### src/hw/rtl/tlph_pkg.sv
package tlph_pkg;

    localparam int KEY_W      = 64;
    localparam int HASH_W     = 64;
    localparam int ROW_W      = 64;
    localparam int TAG_W      = 8;
    localparam int SLOT_W     = 10;
    localparam int CAP_LOG_W  = 4;
    localparam int ACTION_W   = 2;
    localparam int STATUS_W   = 3;
    localparam int IN_DATA_W  = 192;
    localparam int OUT_DATA_W = 80;

    localparam logic [CAP_LOG_W-1:0] CAP_LOG_RESET = 4'd10;

    localparam logic [TAG_W-1:0] TAG_EMPTY = 8'h80;
    localparam int TAG_LSB = 57;

    localparam logic [ACTION_W-1:0] ACT_CLEAR  = 2'd0;
    localparam logic [ACTION_W-1:0] ACT_INSERT = 2'd1;

    localparam logic [STATUS_W-1:0] STAT_FOUND     = 3'd0;
    localparam logic [STATUS_W-1:0] STAT_NOT_FOUND = 3'd1;
    localparam logic [STATUS_W-1:0] STAT_INSERTED  = 3'd2;
    localparam logic [STATUS_W-1:0] STAT_DUPLICATE = 3'd3;
    localparam logic [STATUS_W-1:0] STAT_FULL      = 3'd4;
    localparam logic [STATUS_W-1:0] STAT_EXHAUSTED = 3'd5;
    localparam logic [STATUS_W-1:0] STAT_CLEARED   = 3'd6;

    typedef struct packed {
        logic [TAG_W-1:0] tag;
        logic [KEY_W-1:0] key;
        logic [ROW_W-1:0] row;
    } slot_entry_t;

    typedef struct packed {
        logic [ACTION_W-1:0] action;
        logic [KEY_W-1:0]    key;
        logic [HASH_W-1:0]   hash;
        logic [ROW_W-1:0]    row;
    } request_t;

    typedef struct packed {
        logic [STATUS_W-1:0] status;
        logic [ROW_W-1:0]    row;
        logic [SLOT_W-1:0]   slot;
    } result_t;

endpackage

### src/hw/rtl/tlph_probe_ctrl.sv
module tlph_probe_ctrl #(
    parameter int MAX_SLOTS = 1024,
    parameter int AW        = 10,
    parameter int CW        = 11
) (
    input  logic                              clk,
    input  logic                              rst_n,
    input  logic [tlph_pkg::CAP_LOG_W-1:0]    capacity_log2,
    input  logic                              req_valid,
    output logic                              req_ready,
    input  tlph_pkg::request_t                req,
    output logic                              res_valid,
    input  logic                              res_ready,
    output tlph_pkg::result_t                 res,
    output logic                              mem_wr_en,
    output logic [AW-1:0]                     mem_wr_addr,
    output tlph_pkg::slot_entry_t             mem_wr_data,
    output logic [AW-1:0]                     mem_rd_addr,
    input  tlph_pkg::slot_entry_t             mem_rd_data
);
    import tlph_pkg::*;

    localparam logic [2:0] S_INIT  = 3'd0;
    localparam logic [2:0] S_IDLE  = 3'd1;
    localparam logic [2:0] S_CLEAR = 3'd2;
    localparam logic [2:0] S_ISSUE = 3'd3;
    localparam logic [2:0] S_PROBE = 3'd4;
    localparam logic [2:0] S_DONE  = 3'd5;

    localparam int CAP_WIDE_W = 17;
    localparam logic [AW-1:0] LAST_SLOT = AW'(MAX_SLOTS - 1);

    logic [2:0]           state_reg, state_next;
    logic [AW-1:0]        clr_addr_reg, clr_addr_next;
    logic [AW-1:0]        slot_reg, slot_next;
    logic [CW-1:0]        scanned_reg, scanned_next;
    logic [CW-1:0]        count_reg, count_next;
    logic [CW-1:0]        cap_reg, cap_next;
    logic [CW-1:0]        limit_reg, limit_next;
    logic                 insert_reg, insert_next;
    logic [TAG_W-1:0]     tag_reg, tag_next;
    logic [KEY_W-1:0]     key_reg, key_next;
    logic [ROW_W-1:0]     row_reg, row_next;
    logic [STATUS_W-1:0]  status_reg, status_next;
    logic [ROW_W-1:0]     res_row_reg, res_row_next;
    logic [SLOT_W-1:0]    res_slot_reg, res_slot_next;

    logic [CAP_LOG_W-1:0]  lg;
    logic [CAP_WIDE_W-1:0] cap_wide;
    logic [CW-1:0]         cap_now;
    logic [CW+2:0]         lim_wide;
    logic [AW-1:0]         mask_now;
    logic [AW-1:0]         mask;
    logic [AW-1:0]         slot_inc;
    logic [31:0]           slot_wide;
    logic                  hit_empty;
    logic                  hit_match;

    always_comb
    begin
        lg       = (capacity_log2 == '0) ? CAP_LOG_W'(1) : capacity_log2;
        cap_wide = CAP_WIDE_W'(1) << lg;
        cap_now  = (cap_wide > CAP_WIDE_W'(MAX_SLOTS)) ? CW'(MAX_SLOTS) : CW'(cap_wide);
        lim_wide = (CW+3)'(cap_now) * (CW+3)'(7);
        mask_now = AW'(cap_now - CW'(1));
        mask     = AW'(cap_reg - CW'(1));
        slot_inc = (slot_reg + AW'(1)) & mask;
        slot_wide = 32'(slot_reg);
        hit_empty = (mem_rd_data.tag == TAG_EMPTY);
        hit_match = (mem_rd_data.tag == tag_reg) && (mem_rd_data.key == key_reg);
    end

    always_comb
    begin
        state_next    = state_reg;
        clr_addr_next = clr_addr_reg;
        slot_next     = slot_reg;
        scanned_next  = scanned_reg;
        count_next    = count_reg;
        cap_next      = cap_reg;
        limit_next    = limit_reg;
        insert_next   = insert_reg;
        tag_next      = tag_reg;
        key_next      = key_reg;
        row_next      = row_reg;
        status_next   = status_reg;
        res_row_next  = res_row_reg;
        res_slot_next = res_slot_reg;
        mem_wr_en     = 1'b0;
        mem_wr_addr   = slot_reg;
        mem_wr_data   = '{tag: tag_reg, key: key_reg, row: row_reg};
        mem_rd_addr   = slot_reg;

        case (state_reg)
            S_INIT, S_CLEAR:
            begin
                mem_wr_en     = 1'b1;
                mem_wr_addr   = clr_addr_reg;
                mem_wr_data   = '{tag: TAG_EMPTY, key: '0, row: '0};
                clr_addr_next = clr_addr_reg + AW'(1);
                if (clr_addr_reg == LAST_SLOT)
                begin
                    clr_addr_next = '0;
                    count_next    = '0;
                    if (state_reg == S_CLEAR)
                    begin
                        status_next   = STAT_CLEARED;
                        res_row_next  = '0;
                        res_slot_next = '0;
                        state_next    = S_DONE;
                    end
                    else
                    begin
                        state_next = S_IDLE;
                    end
                end
            end
            S_IDLE:
            begin
                if (req_valid)
                begin
                    cap_next     = cap_now;
                    limit_next   = lim_wide[CW+2:3];
                    insert_next  = (req.action == ACT_INSERT);
                    tag_next     = {1'b0, req.hash[HASH_W-1:TAG_LSB]};
                    key_next     = req.key;
                    row_next     = req.row;
                    slot_next    = req.hash[AW-1:0] & mask_now;
                    scanned_next = CW'(1);
                    if (req.action == ACT_CLEAR)
                    begin
                        clr_addr_next = '0;
                        state_next    = S_CLEAR;
                    end
                    else
                    begin
                        state_next = S_ISSUE;
                    end
                end
            end
            S_ISSUE:
            begin
                state_next = S_PROBE;
            end
            S_PROBE:
            begin
                mem_rd_addr   = slot_inc;
                res_row_next  = '0;
                res_slot_next = '0;
                if (hit_empty)
                begin
                    state_next = S_DONE;
                    if (!insert_reg)
                    begin
                        status_next = STAT_NOT_FOUND;
                    end
                    else if (count_reg >= limit_reg)
                    begin
                        status_next = STAT_FULL;
                    end
                    else
                    begin
                        mem_wr_en     = 1'b1;
                        count_next    = count_reg + CW'(1);
                        status_next   = STAT_INSERTED;
                        res_slot_next = slot_wide[SLOT_W-1:0];
                    end
                end
                else if (hit_match)
                begin
                    state_next    = S_DONE;
                    res_slot_next = slot_wide[SLOT_W-1:0];
                    if (insert_reg)
                    begin
                        status_next = STAT_DUPLICATE;
                    end
                    else
                    begin
                        status_next  = STAT_FOUND;
                        res_row_next = mem_rd_data.row;
                    end
                end
                else if (scanned_reg == cap_reg)
                begin
                    state_next  = S_DONE;
                    status_next = STAT_EXHAUSTED;
                end
                else
                begin
                    slot_next    = slot_inc;
                    scanned_next = scanned_reg + CW'(1);
                end
            end
            S_DONE:
            begin
                if (res_ready)
                begin
                    state_next = S_IDLE;
                end
            end
            default:
            begin
                state_next = S_IDLE;
            end
        endcase
    end

    always_ff @(posedge clk or negedge rst_n)
    begin
        if (!rst_n)
        begin
            state_reg    <= S_INIT;
            clr_addr_reg <= '0;
            count_reg    <= '0;
        end
        else
        begin
            state_reg    <= state_next;
            clr_addr_reg <= clr_addr_next;
            count_reg    <= count_next;
        end
    end

    always_ff @(posedge clk)
    begin
        slot_reg     <= slot_next;
        scanned_reg  <= scanned_next;
        cap_reg      <= cap_next;
        limit_reg    <= limit_next;
        insert_reg   <= insert_next;
        tag_reg      <= tag_next;
        key_reg      <= key_next;
        row_reg      <= row_next;
        status_reg   <= status_next;
        res_row_reg  <= res_row_next;
        res_slot_reg <= res_slot_next;
    end

    assign req_ready  = (state_reg == S_IDLE);
    assign res_valid  = (state_reg == S_DONE);
    assign res.status = status_reg;
    assign res.row    = res_row_reg;
    assign res.slot   = res_slot_reg;

endmodule
### config.mk
export PLATFORM = sky130hd
export DESIGN_NAME = tlph_probe_ctrl
export DESIGN_NICKNAME = d
export VERILOG_FILES = /design/src/hw/rtl/tlph_pkg.sv /design/src/hw/rtl/tlph_probe_ctrl.sv
export SDC_FILE = /design/constraint.sdc
export NUM_CORES = 1
export LEC_CHECK = 0
export BUFFER_PORTS_ARGS = -buffer_cell sky130_fd_sc_hd__buf_2
export CAP_MARGIN = 40
export CELL_PAD_IN_SITES_DETAIL_PLACEMENT = 1
export CELL_PAD_IN_SITES_GLOBAL_PLACEMENT = 1
export CORE_AREA = 2 2 223 225
export CTS_CLUSTER_DIAMETER = 100
export CTS_CLUSTER_SIZE = 28
export DETAILED_ROUTE_END_ITERATION = 6
export DIE_AREA = 0 0 225 227
export PLACE_DENSITY_LB_ADDON = 0.3
export SLEW_MARGIN = 5
export SYNTH_ARGS = -nofsm -noshare
export SYNTH_HDL_FRONTEND = slang
export SYNTH_SLANG_ARGS = --single-unit
### constraint.sdc
create_clock -name clk -period 11.7 [get_ports clk]
set_input_delay 3.51 -clock clk [delete_from_list [all_inputs] [get_ports clk]]
set_output_delay 3.51 -clock clk [all_outputs]
set_load 0.03 [all_outputs]
Yosys cells after proc, flatten, opt, wreduce, memory -nomap -nowiden
Cells that the tools add are included.
- input bits: 338
- flip-flop bits (word level): 280
- word-level logic and storage cells: 122
- bitwise gates (word level): 2
- mux-type cells: 58
- eq/ne operators: 23
- shifts and indexed selects: 1
- multipliers: 1
- $add $sub $neg: 6
- reduce and logical (&&, ||, !) cells: 15
- magnitude comparators: 2
- operators by type and width (kind ; number):
    2-to-1 mux 64 bit ; 5
    2-to-1 mux 10 bit ; 15
    2-to-1 mux 136 bit ; 1
    one-hot mux 64 bit (2 select lines) ; 1
    2-to-1 mux 11 bit ; 9
    == test 64 bit ; 1
    one-hot mux 10 bit (2 select lines) ; 3
    one-hot mux 11 bit (2 select lines) ; 2
    2-to-1 mux 3 bit ; 13
    adder 11 x 1 -> 11 bit (second input constant) ; 2
    adder 10 x 1 -> 10 bit (second input constant) ; 2
    bitwise AND 10 bit ; 2
    subtractor 10 x 1 -> 10 bit (second input constant) ; 2
    inequality test 2 bit (second input constant) ; 9
    greater-than comparator 17 x 11 -> 1 bit (second input constant) ; 1
    << shifter 1 x 4 -> 17 bit (first input constant) ; 1
    one-hot mux 3 bit (5 select lines) ; 1
    multiplier 11 x 3 -> 14 bit (second input constant) ; 1
    == test 11 bit ; 1
    greater-or-equal comparator 11 bit ; 1
    == test 10 bit (second input constant) ; 1
    AND reduction 5 bit ; 2
    == test 8 x 7 -> 1 bit ; 1
    == test 8 bit (second input constant) ; 1
    other kinds (20) ; 30

Longest topological paths before layout
- depth after elaboration: 9
- gate-level depth with buffers: 13

Worst setup path before layout
OpenSTA, ideal clock, no wires.
- kind: input port to output port
- start: in mem_rd_data[128] (netlist name)
- end: out mem_wr_en
- arrival time: 4.501 ns
- setup slack: 3.689 ns
- stages: 5
- required time: 8.190 ns
- path through: nor4_1 and4b_1 and2_1 nand3_1 nand2_1
- longest elaborated chain between the ends: 3
- RTL lines (what ; RTL line ; text):
    from (decl) ; tlph_probe_ctrl.sv:19 ; input tlph_pkg::slot_entry_t mem_rd_data
    == test 8 bit ; tlph_probe_ctrl.sv:69 ; hit_empty = (mem_rd_data.tag == TAG_EMPTY);
    2-to-1 mux 1 bit ; tlph_probe_ctrl.sv:150 ; if (hit_empty)
    one-hot mux 1 bit (2 select lines) ; tlph_probe_ctrl.sv:94 ; case (state_reg)
    to (decl) ; tlph_probe_ctrl.sv:15 ; output logic mem_wr_en,
Every way passes these cells.

Worst setup path in the final report
- start: in mem_rd_data[129] (netlist name)
- end: out mem_wr_en
The elaborated chain is that of the path after synthesis.

==> flow_metrics.env <==
export IMPL_status="finished, final reports clean"
export IMPL_synth_edf_count=256
export IMPL_final_net_count=2026
export IMPL_nFillCells=5475
export IMPL_syn_area_per_cell_um2=12.2
export IMPL_fin_area_mm2=0.0176
export IMPL_critPathKind="input port to output port"
export IMPL_internal_power_mw=2.07
export IMPL_htree_levels=1
export IMPL_post_place_ws_ps=3020
export IMPL_fin_worst_skew_ps=35.5
export IMPL_worst_path_max_fanout=5
export IMPL_ys_warnings_count=0
export IMPL_core_area_mm2=0.0485
export IMPL_worst_pin_slew_ps=771
export IMPL_setup_violations=0
export IMPL_clk_latency_ps=540
export IMPL_antenna_found_initial=13
export IMPL_p_sw_mw=1.58
export IMPL_dr_pass1_iters=5
export IMPL_grt_overflow=0
export IMPL_p_seq_share_pct=40.2
export IMPL_cts_sinks=280
export IMPL_p_clk_share_pct=18.2
export IMPL_clkSlewWorstSetupHoldPaths_ps=110
export IMPL_grt_total_usage_pct=17.3
export IMPL_layout_min_cycle_time_ps=8600
export IMPL_arrival_ps=5090
export IMPL_startpoint_type="input port"
export IMPL_via_per_inst=4.59
export IMPL_synth_area_leaders="edfxtp_1, and2_1, dfrtp_1, xnor2_1, ha_1"
export IMPL_vdd_drop_max_mv=0.164
export IMPL_seq_area_mm2=0.00829
export IMPL_antenna_left=0
export IMPL_cts_buffers=16
export IMPL_p_leak_nw=7.61
export IMPL_yosys_area_top_type="edfxtp_1"
export IMPL_cts_hold_buf=0
export IMPL_route_detailed_drc=0
export IMPL_die_width_um=225
export IMPL_place_area_mm2=0.0171
export IMPL_io_buffer_count=526
export IMPL_routed_wl_mm=45.8
export IMPL_post_route_period_util_pct=73.5
export IMPL_fmax_mhz=116
export IMPL_cts_tree="built"
export IMPL_grt_pass1_vias=10800
export IMPL_cts_resized=0
export IMPL_die_area_mm2=0.0511
export IMPL_postCtsSetupRepairBufs=0
export IMPL_hold_viol=0
export IMPL_clockBufferDepth=3
export IMPL_syn_to_final_growth_pct=28.9
export IMPL_cp_end_kind="output port"
export IMPL_switching_share_pct=43.2
export IMPL_yosysUniqueCellTypes=61
export IMPL_ios=574
export IMPL_maxSlewHeadroom_pct=47.3
export IMPL_power_frac_comb_pct=41.7
export IMPL_drt_iter0_markers=557
export IMPL_die_h_um=227
export IMPL_synth_ff_type="edfxtp_1"
export IMPL_p_per_area_mw_per_mm2=207
export IMPL_root_buffer="clkbuf_16"
export IMPL_finalPower_mw=3.65
export IMPL_ys_ff_latch=280
export IMPL_multiInputGateArea_mm2=0.00499
export IMPL_synth_top_cell_area_share_pct=56.2
export IMPL_initial_core_util_pct=28.2
export IMPL_rsz0062_at_grt="no"
export IMPL_synth_area_mm2=0.0137
export IMPL_grt_max_degree=101
export IMPL_place_gp_congestion=0.909
export IMPL_max_cap_violations=0
export IMPL_hold_class="flop to flop"
export IMPL_setup_tns_ps=0
export IMPL_ys_seq_area_share_pct=60.6
export IMPL_grt_pass1_wl_mm=66.7
export IMPL_cp_required_ps=8190
export IMPL_timing_hold_ws_ps=537
export IMPL_setup_slack_ps=3100
export IMPL_synthArstFlopShare_pct=8.57
export IMPL_slew_viol_final=0
export IMPL_rows=81
export IMPL_hpwlAfterDp_mm=35.9
export IMPL_wire_per_inst_um=20.1
export IMPL_netlist_instances=1124
export IMPL_via_count=10500
export IMPL_drive_above_1_share_pct=35.1
==> cell usage after synthesis, types with 13 or more instances <==
cell type    n
xor2_1      48
nor2_1      55
nand3_1     34
inv_1       60
and2_1     193
a21oi_1     15
edfxtp_1   256
nand4_1     17
nand2b_1    21
and3_1      13
dfrtp_1     24
nand2_1     93
xnor2_1     53
ha_1        36
clkbuf_1    30
o21ai_0     25
==> critical path, stage by stage <==
cell,delay [ps]
buf_2,150
nor4_1,310
and4b_1,380
and2_1,270
nand3_1,160
nand2_1,100
buf_2,210
==> cell type report <==
cell class	count	share of cell area, %
Antenna cell	5	0.0709
Clock buffer	19	2.45
Clock inverter	9	0.568
Inverter	61	1.33
Multi-Input combinational cell	745	28.3
Sequential cell	280	47.0
Tap cell	622	4.41
Timing Repair Buffer	539	15.9
==> cells in the final DEF, fill, tap and decap left out, types with 4 or more instances in the layout <==
master,n
buf_2,527
edfxtp_1,256
and2_1,193
nand2_1,93
inv_1,59
nor2_1,55
xnor2_1,53
xor2_1,48
ha_1,36
nand3_1,34
o21ai_0,25
dfrtp_1,24
nand2b_1,21
nand4_1,17
clkbuf_16,17
a21oi_1,15
and3_1,13
nor2b_1,11
nor4_1,11
a21boi_0,10
mux2i_1,9
fa_1,9
nor3_1,8
buf_4,7
or3_1,6
o22ai_1,6
diode_2,5
o31ai_1,5
a21o_1,5
a31o_2,4
inv_6,4
conb_1,4
==> through the flow <==
stage | std cells | util [%]
final | 2280 | 36.3
after global routing | 2279 | 36.3
after CTS | 2275 | 36.3
after detailed placement | 2247 | 35.2
after global placement | 2241 | 35.0
after floorplan | 1126 | -
==> final timing paths <==
kind                       slack [ps]              end  cells after the start              from
min in group asynchronous        2970  clr_addr_reg[4]                      1             rst_n
min reg2reg                       540  clr_addr_reg[9]                      1   clr_addr_reg[9]
max reg2reg                      8630  res_row_reg[60]                      7       key_reg[50]
max in group asynchronous        8300     count_reg[3]                      1             rst_n
min                               540  clr_addr_reg[9]                      1   clr_addr_reg[9]
max                              3100        mem_wr_en                      7  mem_rd_data[129]
==> cells by family after synthesis <==
family	after synthesis	share of synthesized area, %
other	2	0.0549
flip-flops	280	60.6
multiplexers	9	0.659
XOR/XNOR	101	6.47
buffers and inverters	101	3.13
adder cells (fa/ha/maj)	45	4.61
AO/OA/AOI/OAI	102	5.05
AND/OR/NAND/NOR	484	19.4
==> power groups by stage <==
| stage | clock network (mW) | registers (mW) | logic (mW) |
|---|---|---|---|
| floorplan | 0 | 1.52 | 0.958 |
| global placement | 0 | 1.48 | 1.49 |
| detailed placement | 0 | 1.49 | 1.54 |
| CTS | 0.696 | 1.47 | 1.54 |
| global route | 0.714 | 1.49 | 1.64 |
| finish | 0.663 | 1.47 | 1.52 |
==> routing by layer <==
layer	track usage, %	vias up	wire length (um)
li1	-	4948	-
met5	0	-	62
met2	29.7	379	22100
met4	4.57	10	1130
met1	21.6	5075	19000
met3	4.53	54	3360
Power figures use the tool's default switching activity.
